<file path="config.mk">
export PLATFORM = sky130hd
export DESIGN_NAME = hsd_ctrl
export DESIGN_NICKNAME = d
export VERILOG_FILES = /design/src/sv/hsd_pkg.sv /design/src/sv/hsd_ctrl.sv
export SDC_FILE = /design/constraint.sdc
export NUM_CORES = 1
export LEC_CHECK = 0
export ABC_AREA = 1
export BUFFER_PORTS_ARGS = -buffer_cell sky130_fd_sc_hd__clkbuf_2
export CAP_MARGIN = 0
export CORE_AREA = 2 2 39 41
export CTS_CLUSTER_SIZE = 10
export DETAILED_ROUTE_END_ITERATION = 7
export DIE_AREA = 0 0 41 43
export HOLD_SLACK_MARGIN = 0.02
export PLACE_DENSITY = 0.53
export SLEW_MARGIN = 20
export SYNTH_ARGS = -nofsm -noshare
export SYNTH_HDL_FRONTEND = slang
export SYNTH_SLANG_ARGS = --single-unit
</file>
<file path="constraint.sdc">
create_clock -name clk -period 2.1 [get_ports clk]
set_input_delay 0.315 -clock clk [delete_from_list [all_inputs] [get_ports clk]]
set_output_delay 0.315 -clock clk [all_outputs]
set_load 0.01 [all_outputs]
</file>
<file path="src/sv/hsd_pkg.sv">
package hsd_pkg;

  // Parser phases.
  localparam logic [2:0] PH_LEN   = 3'd0;
  localparam logic [2:0] PH_COUNT = 3'd1;
  localparam logic [2:0] PH_SYM   = 3'd2;
  localparam logic [2:0] PH_CLEN  = 3'd3;
  localparam logic [2:0] PH_CODE  = 3'd4;
  localparam logic [2:0] PH_DATA  = 3'd5;
  localparam logic [2:0] PH_DONE  = 3'd6;
  localparam logic [2:0] PH_ERR   = 3'd7;

  // Error codes of a result transaction.
  localparam logic [1:0] ERR_NONE   = 2'd0;
  localparam logic [1:0] ERR_FULL   = 2'd1;
  localparam logic [1:0] ERR_BRANCH = 2'd2;

  // Header field lengths.
  localparam logic [5:0] LEN_BITS   = 6'd32;
  localparam logic [5:0] COUNT_BITS = 6'd8;
  localparam logic [5:0] SYM_BITS   = 6'd8;
  localparam logic [5:0] CLEN_BITS  = 6'd4;

  // Commands from the controller to the datapath.
  typedef struct packed {
    logic accept;
    logic root_wr;
    logic bit_step;
    logic code_eval;
    logic new_node;
    logic data_eval;
    logic leaf_step;
    logic emit_err;
  } cmd_t;

  // Status from the datapath to the controller.
  typedef struct packed {
    logic hdr;
    logic code;
    logic data;
    logic stop;
    logic bits_done;
    logic absent;
    logic full;
    logic bad;
    logic leaf;
    logic out_free;
  } sts_t;

endpackage

</file>
<file path="src/sv/hsd_ctrl.sv">
module hsd_ctrl (
  input  logic          clk,
  input  logic          rst_n,
  input  logic          in_valid,
  input  logic          in_sos,
  output logic          in_ready,
  input  hsd_pkg::sts_t sts,
  output hsd_pkg::cmd_t cmd
);
  import hsd_pkg::*;

  localparam logic [2:0] S_INIT = 3'd0;
  localparam logic [2:0] S_IDLE = 3'd1;
  localparam logic [2:0] S_ROOT = 3'd2;
  localparam logic [2:0] S_BIT  = 3'd3;
  localparam logic [2:0] S_EVAL = 3'd4;
  localparam logic [2:0] S_NEWN = 3'd5;
  localparam logic [2:0] S_LEAF = 3'd6;
  localparam logic [2:0] S_ERR  = 3'd7;

  logic [2:0] state_r, state_nxt;

  assign in_ready = (state_r == S_IDLE);

  // Commands follow from the state, qualified by the input valid and the status.
  always_comb begin
    cmd           = '0;
    cmd.accept    = (state_r == S_IDLE) && in_valid;
    cmd.root_wr   = (state_r == S_INIT) || (state_r == S_ROOT);
    cmd.bit_step  = (state_r == S_BIT);
    cmd.code_eval = (state_r == S_EVAL) && sts.code;
    cmd.data_eval = (state_r == S_EVAL) && sts.data;
    cmd.new_node  = (state_r == S_NEWN);
    cmd.leaf_step = (state_r == S_LEAF);
    cmd.emit_err  = (state_r == S_ERR);
  end

  // Next-state logic.
  always_comb begin
    state_nxt = state_r;
    unique case (state_r)
      S_INIT: state_nxt = S_IDLE;
      S_IDLE: begin
        if (in_valid) begin
          state_nxt = in_sos ? S_ROOT : S_BIT;
        end
      end
      S_ROOT: state_nxt = S_BIT;
      S_BIT: begin
        if (sts.stop || sts.bits_done) begin
          state_nxt = S_IDLE;
        end else if (!sts.hdr) begin
          state_nxt = S_EVAL;
        end
      end
      S_EVAL: begin
        if (sts.code) begin
          if (sts.absent && sts.full) begin
            state_nxt = S_ERR;
          end else if (sts.absent) begin
            state_nxt = S_NEWN;
          end else begin
            state_nxt = S_BIT;
          end
        end else begin
          state_nxt = sts.bad ? S_ERR : S_LEAF;
        end
      end
      S_NEWN: state_nxt = S_BIT;
      S_LEAF: begin
        if (!sts.leaf || sts.out_free) begin
          state_nxt = S_BIT;
        end
      end
      S_ERR: begin
        if (sts.out_free) begin
          state_nxt = S_BIT;
        end
      end
      default: state_nxt = S_INIT;
    endcase
  end

  always_ff @(posedge clk) begin
    if (!rst_n) begin
      state_r <= S_INIT;
    end else begin
      state_r <= state_nxt;
    end
  end

endmodule

</file>
# [Word-level counts from Yosys, hierarchy flattened]
# Cells that the tools add are included.
[word_totals] wordCells=34 output_inout_bits=9 in_bits=14 regBits=3
[classes] reduce_logical=11 n_eq_ne=11 muxes=11
[op_table] operator="$mux W3" count=8
[op_table] operator="$pmux W3 S7" count=1
[op_table] operator="$eq A3 B3 Y1 const B" count=4
[op_table] operator="$eq A3 B2 Y1 const B" count=2
[op_table] operator="$logic_and A1 B1 Y1" count=4
[op_table] operator="$ne A2 B2 Y1 const B" count=2
[op_table] operator="$reduce_and A4 Y1" count=1
[op_table] operator="$eq A3 B1 Y1 const B" count=1
[op_table] operator="$logic_not A3 Y1" count=1
[op_table] operator="$logic_or A1 B1 Y1" count=3
[op_table] operator="$ne A3 B2 Y1 const B" count=1
[op_table] operator="$mux W1" count=2
[op_table] operator="$ne A2 B1 Y1 const B" count=1
[op_table] operator="$reduce_or A2 Y1" count=1
[op_table] operator="$logic_not A1 Y1" count=1

# [Depth between registers and ports, before layout]
# Gate-level depths: netlist (run 1).
[logic_depth] word_depth=4 depth_mapped=9 mapped_depth_nobuf=8

# [Least setup slack after synthesis (run 1)]
# No wires, ideal clock.
[synth_path] path_kind="register to output" start="reg state_r[0]" end="out cmd[7] (netlist bit)" path_stages_with_launch=5 path_buffers=0 required_time_ns=1.785 path_slack_ns=0.969 arrival_ns=0.816 path_cell_list="dfxtp_1 inv_2 nor2_4 nand2_1 nor2_1"
[synth_lines] item="from (decl)" line_no="hsd_ctrl.sv:21" text="logic [2:0] state_r, state_nxt;"
[synth_lines] item="from (signal assigned)" line_no="hsd_ctrl.sv:88" text="state_r <= state_nxt;"
[synth_lines] item="to (decl)" line_no="hsd_ctrl.sv:8" text="output hsd_pkg::cmd_t cmd"

==> results.md, run 1 <==
- H-tree Lvls: 1
- Hpwl dp: 714 µm
- Flop2flop setup slack: 0.84 ns
- ANT cells: 0
- Synth top area cells: nor2_1 21%, dfxtp_1 18%, nand2_1 14%
- TritonCTS Buffers: 3
- CP delay by family, top: flip-flops
- DR vias/cell: 4.03
- Tightest Hold Check Type: in2reg
- VDD IR-drop max: 0.205 mV
- Total gr overflow: 0
- Detailed-route DRC error count: 0
- Worst R2R End: state_r[2]
- Post-route ant nets: 0
- #FFs+latches synth: 3
- Worst setup EP type: output pin
- Max cap viols: 0
- DR WL/cell: 8.21 µm
- Gr usage total: 11.6%
- Iteration-0 DRC count of the detailed router: 1
- Largest Register: state_r
- Setup TNS: 0 ns
- CTS tree: built
- WHS Path Cells: 3
- Die Y: 43 µm
- Post-synthesis cell area: 328 µm²
- Postcts setup bufs: 0
- GP Congestion: 0.721
- Largest net degree at the start of global routing: 9
- CP Cell Sequence: nand2_1 > nor2_1 > clkbuf_2
- CTS root buffer: clkbuf_4
- Die area: 0.00176 mm²
- Pwr Total: 314 µW
- Critical path's slowest cell: dfxtp_1
- R2R Path Start: state_r[2]
- Worst Max-Slew Pin Slew: 0.385 ns
- Hold path endpoint: state_r[0]
- Max reg flops: 3
- Worst-path fanout max: 8
- Die Wd: 41 µm
- Minimum clock period: 1.53 ns
- Post-synthesis cell type count: 19
- Initial Util: 23.7%
- Routed wire length: 821 µm
- CTS resizes: 0
- RSZ-0062 raised after global routing: false
- Seq/Total Area, Yosys: 18.3%
- Crit path launch type: register
- CTS max path bufs: 2
- Post-synthesis cell count: 59
- Post-Route Skew: 0.00198 ns
- Fmax: 0.653 GHz
- Slew HR: 74.3%
- CTS sink cnt: 3
- Leading area contributor after synthesis: nor2_1
- Hold_sp: rst_n
- Core Box Area: 0.00138 mm²
- Area growth syn-to-layout: 45.4%
- Top cell type's share of synthesized area: 20.6%
- Post-Syn Nets: 73
- Share of cells above drive strength 1: 38.1%
- Worst-skew pair later-pin latency: 0.23 ns
- Clk slew on worst S/H paths: 0.04 ns
- Final setup fails: 0
- Initial antenna violation count: 0
- Worst Path Buf+Inv: 1
- Slew Viols, Final: 0
- Number of global-route vias before repair: 363
- Vias: 403
- First-pass GRT wire length: 1.36 mm
- Status: completed
- CP required: 1.78 ns
- Worst path arrival time: 1.22 ns
- Final period utilization: 72.9%
- First-pass DRT Iterations: 2
- Power per Cell Area: 658 mW/mm²
- Hold_buf cts: 0
- FP Rows: 14
- Max incr delay on CP: 0.54 ns
- Leakage power: 0.272 nW
- Nets: 99
- Filler cell count: 159
- Worst reg2reg path depth: 7
- Io pins: 23
- Top Registers: state_r x3
- IO Port Bufs: 22
- Crit Path Category: reg2out
- Ys Warns: 0
- Syn_area_per_cell: 5.56 µm²
- Final Hold Vio Count: 0
cells by family (layout without fill, tap and decap cells):
| family | count (synthesis) | after routing | share of synthesized area [%] |
|---|---|---|---|
| AOI/OAI and AO/OA | 4 | 4 | 8.02 |
| buffers and inverters | 9 | 34 | 11.5 |
| DFF | 3 | 3 | 18.3 |
| and+or+nand+nor | 43 | 43 | 62.2 |
synthesized netlist by cell type, drive strengths merged:
| cell type | number |
|---|---|
| o22ai | 1 |
| o211ai | 1 |
| o21a | 1 |
| nor2 | 21 |
| nor3 | 1 |
| dfxtp | 3 |
| nand3 | 4 |
| o21ai | 1 |
| nand3b | 1 |
| nand2 | 14 |
| nand4 | 1 |
| inv | 8 |
| buf | 1 |
| or2 | 1 |
cell type report:
type	count	area, µm²	share of cell area (%)
Tap cell	16	20.0	4.20
Sequential cell	3	60.1	12.6
Multi-Input combinational cell	47	230	48.3
Timing Repair Buffer	22	110	23.1
Inverter	8	30.0	6.30
Clock buffer	4	26.3	5.51
through the flow:
step / cells / utilization, % / setup slack, ns / instance area (µm²) / hold WS [ns]
floorplan: 59 / - / 0.969 / 328 / 0.441
global placement: 96 / 32.5 / 0.829 / 450 / 0.563
detailed placement: 96 / 32.5 / 0.789 / 450 / 0.564
CTS: 100 / 34.4 / 0.542 / 477 / 0.324
global route: 100 / 34.4 / 0.441 / 477 / 0.350
finish: 100 / 34.4 / 0.570 / 477 / 0.329
cells in the final DEF, fill, tap and decap left out:
master    synthesis  layout
nor2_4            2       2
clkbuf_2          0      22
clkbuf_1          0       1
dfxtp_1           3       3
nand2_1          12      12
nand4_1           1       1
nor3_1            1       1
or2_0             1       1
inv_2             1       1
inv_1             7       7
o21ai_1           1       1
nand3_1           3       3
o22ai_1           1       1
nor2_1           18      18
o21a_1            1       1
nor2_2            1       1
nand3_2           1       1
o211ai_1          1       1
nand2_2           2       2
clkbuf_4          0       3
nand3b_1          1       1
worst register-to-register path, delay by kind of cell, from the launching register on:
kind / cells / cell delay, ns
flops: 1 / 0.54
simple gates: 7 / 0.61
layer usage:
layer	up-vias	GRT usage (%)	part of all wire, %
met2	8	17.8	52
met5	-	0	0
met3	0	3.14	3.8
met4	0	8.00	0
met1	163	13.1	44
li1	232	-	-
how the worst max path moves through the flow:
stage / from / endpoint / slack (ns) / cells past startpoint
5_1_grt: state_r[2] / cmd[1] / 0.44 / 3
2_1_floorplan: state_r[0] / cmd[7] / 0.97 / 4
3_3_place_gp: state_r[2] / cmd[1] / 0.83 / 3
6_report: state_r[2] / cmd[1] / 0.57 / 3
3_5_place_dp: state_r[2] / cmd[1] / 0.79 / 3
4_1_cts: state_r[2] / cmd[1] / 0.54 / 3
power by group:
part / internal, mW / switching [mW]
Clock: 0.0710 / 0.0273
Combinational: 0.0525 / 0.0743
Sequential: 0.0674 / 0.0213
Total: 0.191 / 0.123
Power figures use the tool's default switching activity.
==> inputs of run 2 (changes only) <==
==> constraint.sdc (replaced) <==
create_clock -name clk -period 1.5 [get_ports clk]
set_input_delay 0.225 -clock clk [delete_from_list [all_inputs] [get_ports clk]]
set_output_delay 0.225 -clock clk [all_outputs]
set_load 0.01 [all_outputs]
==> run 2 against run 1 <==
Compared with the run above: cell area increased by 1.0%; die area unchanged; highest routed layer is now met4; critical path depth is 1 higher.
==> results.md, run 2 (synthesis gave the netlist of run 1 again) <==
- Routed wire length: 829 µm (+0.97%)
- Detailed-route DRC error count: 0 (unchanged)
- Final period utilization: 89.5%
- Leakage power: 0.272 nW (+0.27%)
- CP required: 1.27 ns (-0.51 ns)
- Die Y: 43 µm (unchanged)
- CTS tree: built
- Final Non-Filler Cells: 100 (unchanged)
- RSZ-0062 raised after global routing: false
- Logic pwr share: 39.6% (-0.8 points)
- Power per Cell Area: 930 mW/mm² (+41%)
- P_int: 271 µW (+42%)
- Nets: 99 (unchanged)
- Slew Viols, Final: 0 (unchanged)
- Max reg flops: 3 (unchanged)
- Largest Register: state_r
- Top Registers: state_r x3
- CTS sink cnt: 3 (unchanged)
- Placed Cells incl. Taps: 96 (unchanged)
- Initial Util: 23.7% (unchanged)
- FP Rows: 14 (unchanged)
- CTS max path bufs: 2 (unchanged)
- Total gr overflow: 0 (unchanged)
- Hpwl dp: 716 µm (+0.28%)
- Postcts setup bufs: 0 (unchanged)
- Worst Path Buf+Inv: 1 (unchanged)
- Share of cells above drive strength 1: 41.7% (+3.6 points)
- Worst-path fanout max: 7 (-1)
- Hold_buf cts: 0 (unchanged)
- First-pass DRT Iterations: 4 (+2)
- Final Hold Vio Count: 0 (unchanged)
- Clk slew on worst S/H paths: 0.04 ns (about the same)
- VDD IR-drop max: 0.256 mV (+25%)
- Sw Ratio: 39.5% (+0.36 points)
- Fmax: 0.744 GHz
- Setup TNS: 0 ns (unchanged)
- Critical path's slowest cell: dfxtp_1
- DR WL/cell: 8.29 µm (+0.97%)
- TritonCTS Buffers: 3 (unchanged)
- H-tree Lvls: 1 (unchanged)
- WP depth: 4 (+1)
- Crit Path Category: reg2out
- Worst-skew pair later-pin latency: 0.24 ns (about the same)
- WHS Path Cells: 3 (unchanged)
- Most frequent cells in the layout: 22 x clkbuf_2, 17 x nor2_1, 12 x nand2_1, 7 x inv_1
- Worst Max-Slew Pin Slew: 0.239 ns (-0.145 ns)
- Largest net degree at the start of global routing: 9 (unchanged)
- Hold path endpoint: state_r[0]
- Worst R2R End: state_r[2]
- Worst setup EP type: output pin
- Max cap viols: 0 (unchanged)
- Io pins: 23 (unchanged)
- DR vias/cell: 4.41 (+9.4%)
- Crit path launch type: register
- R2R Path Start: state_r[0]
- Vias: 441 (+9.4%)
- Number of global-route vias before repair: 407 (+12%)
- Max incr delay on CP: 0.36 ns (-0.18 ns)
- CTS root buffer: clkbuf_4
- CP Cell Sequence: nor2_2 > nand2_2 > nor2_1 > clkbuf_2
- Slew HR: 84.0% (+9.7 points)
- Flop2flop setup slack: 0.35 ns (-0.49 ns)
- Hold_sp: rst_n
- Post-Route Skew: 0.000879 ns (-0.00110 ns)
- Final setup fails: 0 (unchanged)
- Iteration-0 DRC count of the detailed router: 4 (+3)
- Worst reg2reg path depth: 7 (unchanged)
- CP delay by family, top: simple AND/OR/NAND/NOR gates
- Tightest Hold Check Type: in2reg
- Filler cell count: 159 (unchanged)
- Clk network pwr share: 31.9% (+0.6 points)
- Initial antenna violation count: 0 (unchanged)
- Core Box Area: 0.00138 mm² (unchanged)
- Hold_ws: 0.224 ns (-0.105 ns)
- Switch Pwr: 177 µW (+44%)
- ANT cells: 0 (unchanged)
- Die area: 0.00176 mm² (unchanged)
- Worst path arrival time: 1.12 ns (-0.10 ns)
- First-pass GRT wire length: 1.45 mm (+6.6%)
- Status: completed
- IO Port Bufs: 22 (unchanged)
- GP Congestion: 0.747 (+3.5%)
- Die Wd: 41 µm (unchanged)
- Area growth syn-to-layout: 46.9%
- Leading cell type in the layout, fill and taps excluded: clkbuf_2
- Minimum clock period: 1.34 ns
- Reg power frac: 28.4% (about the same)
- Gr usage total: 12.4% (+0.80 points)
- Post-route ant nets: 0 (unchanged)
-- run 2: cell counts in the layout (fill, tap and decap cells not counted) --
No cell type changed its count.
-- run 2: worst max-delay path by stage --
stage                     startpoint         end  slack [ns]
final                     state_r[1]      cmd[2]        0.16
after global routing      state_r[1]      cmd[2]        0.04
after CTS                 state_r[2]      cmd[1]        0.05
after detailed placement  state_r[2]  state_r[2]        0.23
after global placement    state_r[2]  state_r[2]        0.29
after floorplan           state_r[0]  state_r[2]        0.45
-- run 2: power by group through the flow --
stage,sequential [mW],combinational (mW),clock (mW)
6_report,0.128,0.178,0.143
5_1_grt,0.133,0.208,0.157
4_1_cts,0.124,0.180,0.144
3_5_place_dp,0.125,0.179,0
3_3_place_gp,0.127,0.178,0
2_1_floorplan,0.112,0.133,0
-- run 2: per-stage QoR --
step	setup slack, ns	util, %	cell area, µm²	total power, mW
finish	0.157	34.8	482	0.448
global route	0.0390	34.8	482	0.498
CTS	0.0464	34.4	477	0.447
detailed placement	0.235	32.5	450	0.304
global placement	0.289	32.5	450	0.305
floorplan	0.446	-	328	0.245
-- run 2: final cells by class --
class | count | area [µm²] | area share, %
Clock buffer | 4 | 26.3 | 5.45
Timing Repair Buffer | 22 | 110 | 22.9
Inverter | 8 | 30.0 | 6.23
Multi-Input combinational cell | 47 | 233 | 48.3
Tap cell | 16 | 20.0 | 4.16
Sequential cell | 3 | 62.6 | 13.0
-- run 2: worst reg2reg max path: stages, from the launching register on --
cell	delay, ns
dfxtp_2	0.35
or2_0	0.23
nand2_1	0.09
nand2_1	0.07
nor2_1	0.13
nand2_1	0.06
nand2_1	0.07
nor2_2	0.03
-- run 2: what timing repair did --
item                                    CTS  global route
endpoints found under the setup margin    0             5
resized for setup                         0             3
endpoints found under the hold margin     0             0
-- run 2: per-layer routing --
metal	track usage, %	part of all wire (%)
met5	0	0
met4	8.00	1.3
met3	4.71	4.9
met2	20.0	54
met1	12.5	40
==> inputs of run 3 (changes only) <==
--- a/config.mk
+++ b/config.mk
@@ -9,6 +9,7 @@
 export BUFFER_PORTS_ARGS = -buffer_cell sky130_fd_sc_hd__clkbuf_2
 export CAP_MARGIN = 0
 export CORE_AREA = 2 2 39 41
+export CTS_BUF_LIST = sky130_fd_sc_hd__clkbuf_16
 export CTS_CLUSTER_SIZE = 10
 export DETAILED_ROUTE_END_ITERATION = 7
 export DIE_AREA = 0 0 41 43
==> constraint.sdc (replaced) <==
create_clock -name clk -period 1.7 [get_ports clk]
set_input_delay 0.255 -clock clk [delete_from_list [all_inputs] [get_ports clk]]
set_output_delay 0.255 -clock clk [all_outputs]
set_load 0.01 [all_outputs]
==> run 3 against run 2 <==
Compared with the run above: global-route usage shrank 1.1 points; cell count is the same; utilization up 3.4 points; sequential power down 13%; power increased by 40%; via count shrank 5.2%; combinational power decreased by 12%; die area stayed put.
==> results.md, run 3 (synthesis gave the netlist of run 1 again) <==
- Initial antenna violation count: 0 (unchanged)
- Largest Register: state_r
- GP Congestion: 0.763 (+2.2%)
- FP Rows: 14 (unchanged)
- Slew HR: 74.2% (-9.8 points)
- Placed Cells incl. Taps: 96 (unchanged)
- Die area: 0.00176 mm² (unchanged)
- P_int: 451 µW (+66%)
- Slew Viols, Final: 0 (unchanged)
- Core Box Area: 0.00138 mm² (unchanged)
- Top Registers: state_r x3
- CTS root buffer: clkbuf_16
- CTS tree: built
- Setup TNS: 0 ns (unchanged)
- Largest net degree at the start of global routing: 9 (unchanged)
- H-tree Lvls: 1 (unchanged)
- Worst-skew pair later-pin latency: 0.22 ns (-0.02 ns)
- Logic pwr share: 24.8% (-15 points)
- Area growth syn-to-layout: 61.5%
- Worst-path fanout max: 8 (+1)
- TritonCTS Buffers: 3 (unchanged)
- Final period utilization: 85.3%
- CP delay by family, top: flip-flops
- First-pass DRT Iterations: 4 (unchanged)
- Clk network pwr share: 57.6% (+26 points)
- ANT cells: 0 (unchanged)
- Initial Util: 23.7% (unchanged)
- Die Y: 43 µm (unchanged)
- Tightest Hold Check Type: in2reg
- Detailed-route DRC error count: 0 (unchanged)
- Nets: 99 (unchanged)
- Total gr overflow: 0 (unchanged)
- Max cap viols: 0 (unchanged)
- Leading cell type in the layout, fill and taps excluded: clkbuf_2
- Max reg flops: 3 (unchanged)
- Number of global-route vias before repair: 367 (-9.8%)
- Worst Path Buf+Inv: 1 (unchanged)
- Minimum clock period: 1.45 ns
- Crit path launch type: register
- DR vias/cell: 4.18 (-5.2%)
- Hold_buf cts: 0 (unchanged)
- Final Non-Filler Cells: 100 (unchanged)
- Die Wd: 41 µm (unchanged)
- IO Port Bufs: 22 (unchanged)
- Worst Max-Slew Pin Slew: 0.386 ns (+0.147 ns)
- Hpwl dp: 715 µm (about the same)
- Status: completed
- Switch Pwr: 177 µW (about the same)
- Iteration-0 DRC count of the detailed router: 9 (+5)
- Worst path arrival time: 1.19 ns (+0.07 ns)
- Share of cells above drive strength 1: 38.1% (-3.6 points)
- First-pass GRT wire length: 1.37 mm (-5.7%)
- Post-Route Skew: 0.000406 ns (-0.000474 ns)
- CP Cell Sequence: nand2_1 > nor2_1 > clkbuf_2
- CTS sink cnt: 3 (unchanged)
- Leakage power: 0.299 nW (+9.8%)
- Postcts setup bufs: 0 (unchanged)
- Fmax: 0.690 GHz
- Gr usage total: 11.3% (-1.1 points)
- Most frequent cells in the layout: 22 x clkbuf_2, 18 x nor2_1, 12 x nand2_1, 8 x inv_1
- DR WL/cell: 8.50 µm (+2.5%)
- Post-route ant nets: 0 (unchanged)
- Reg power frac: 17.6% (-11 points)
- Routed wire length: 850 µm (+2.5%)
- VDD IR-drop max: 0.598 mV (+130%)
- CP required: 1.44 ns (+0.17 ns)
- Critical path's slowest cell: dfxtp_1
- Vias: 418 (-5.2%)
- Worst setup EP type: output pin
- Sw Ratio: 28.2% (-11 points)
- Final setup fails: 0 (unchanged)
- Crit Path Category: reg2out
- Power per Cell Area: 1190 mW/mm² (+28%)
- RSZ-0062 raised after global routing: false
- Io pins: 23 (unchanged)
- Max incr delay on CP: 0.54 ns (+0.18 ns)
- CTS max path bufs: 2 (unchanged)
- Final Hold Vio Count: 0 (unchanged)
- Clk slew on worst S/H paths: 0.03 ns (about the same)
- CTS resizes: 0 (unchanged)
## run 3: layout make-up
class                   instances  area (µm²)
well taps                      16        20.0
repair buffers                 22         110
inverters                       8        30.0
clock buffers                   3        75.1
flip-flops and latches          3        60.1
clock inverters                 1        3.75
fillers                       158         855
multi-input cells              47         230
## run 3: worst min-delay path, delay by kind of cell
kind	cells	cell delay [ns]
buf+inv	1	0.10
simple gates	2	0.10
## run 3: power groups by stage
stage	Sequential, mW	Combinational, mW	Clock (mW)
after global routing	0.115	0.179	0.375
after floorplan	0.0985	0.118	0
after global placement	0.112	0.157	0
after detailed placement	0.112	0.157	0
final	0.111	0.156	0.362
after CTS	0.111	0.158	0.366
## run 3: final timing paths
path,slack (ns),to,start,cells past startpoint
worst min register to register,0.68,state_r[2],state_r[2],2
worst max-delay path,0.25,cmd[1],state_r[2],3
worst min-delay path,0.28,state_r[0],rst_n,3
worst max register to register,0.43,state_r[2],state_r[2],7
## run 3: routing by layer
metal  track usage, %  share of wire (%)  vias to the layer above
met5                0                  0                        -
met3             1.57                4.9                        0
met4             6.00                  0                        0
met2             19.1                 56                       10
met1             12.8                 39                      176
li1                 -                  -                      232
## run 3: stage by stage
| stage | utilization, % | worst slack [ns] | total power, mW | hold WS, ns | area, µm² |
|---|---|---|---|---|---|
| floorplan | - | 0.629 | 0.216 | 0.381 | 328 |
| global placement | 32.5 | 0.484 | 0.269 | 0.503 | 450 |
| detailed placement | 32.5 | 0.457 | 0.269 | 0.508 | 450 |
| CTS | 38.2 | 0.238 | 0.636 | 0.278 | 529 |
| global route | 38.2 | 0.0956 | 0.668 | 0.291 | 529 |
| finish | 38.2 | 0.250 | 0.628 | 0.279 | 529 |
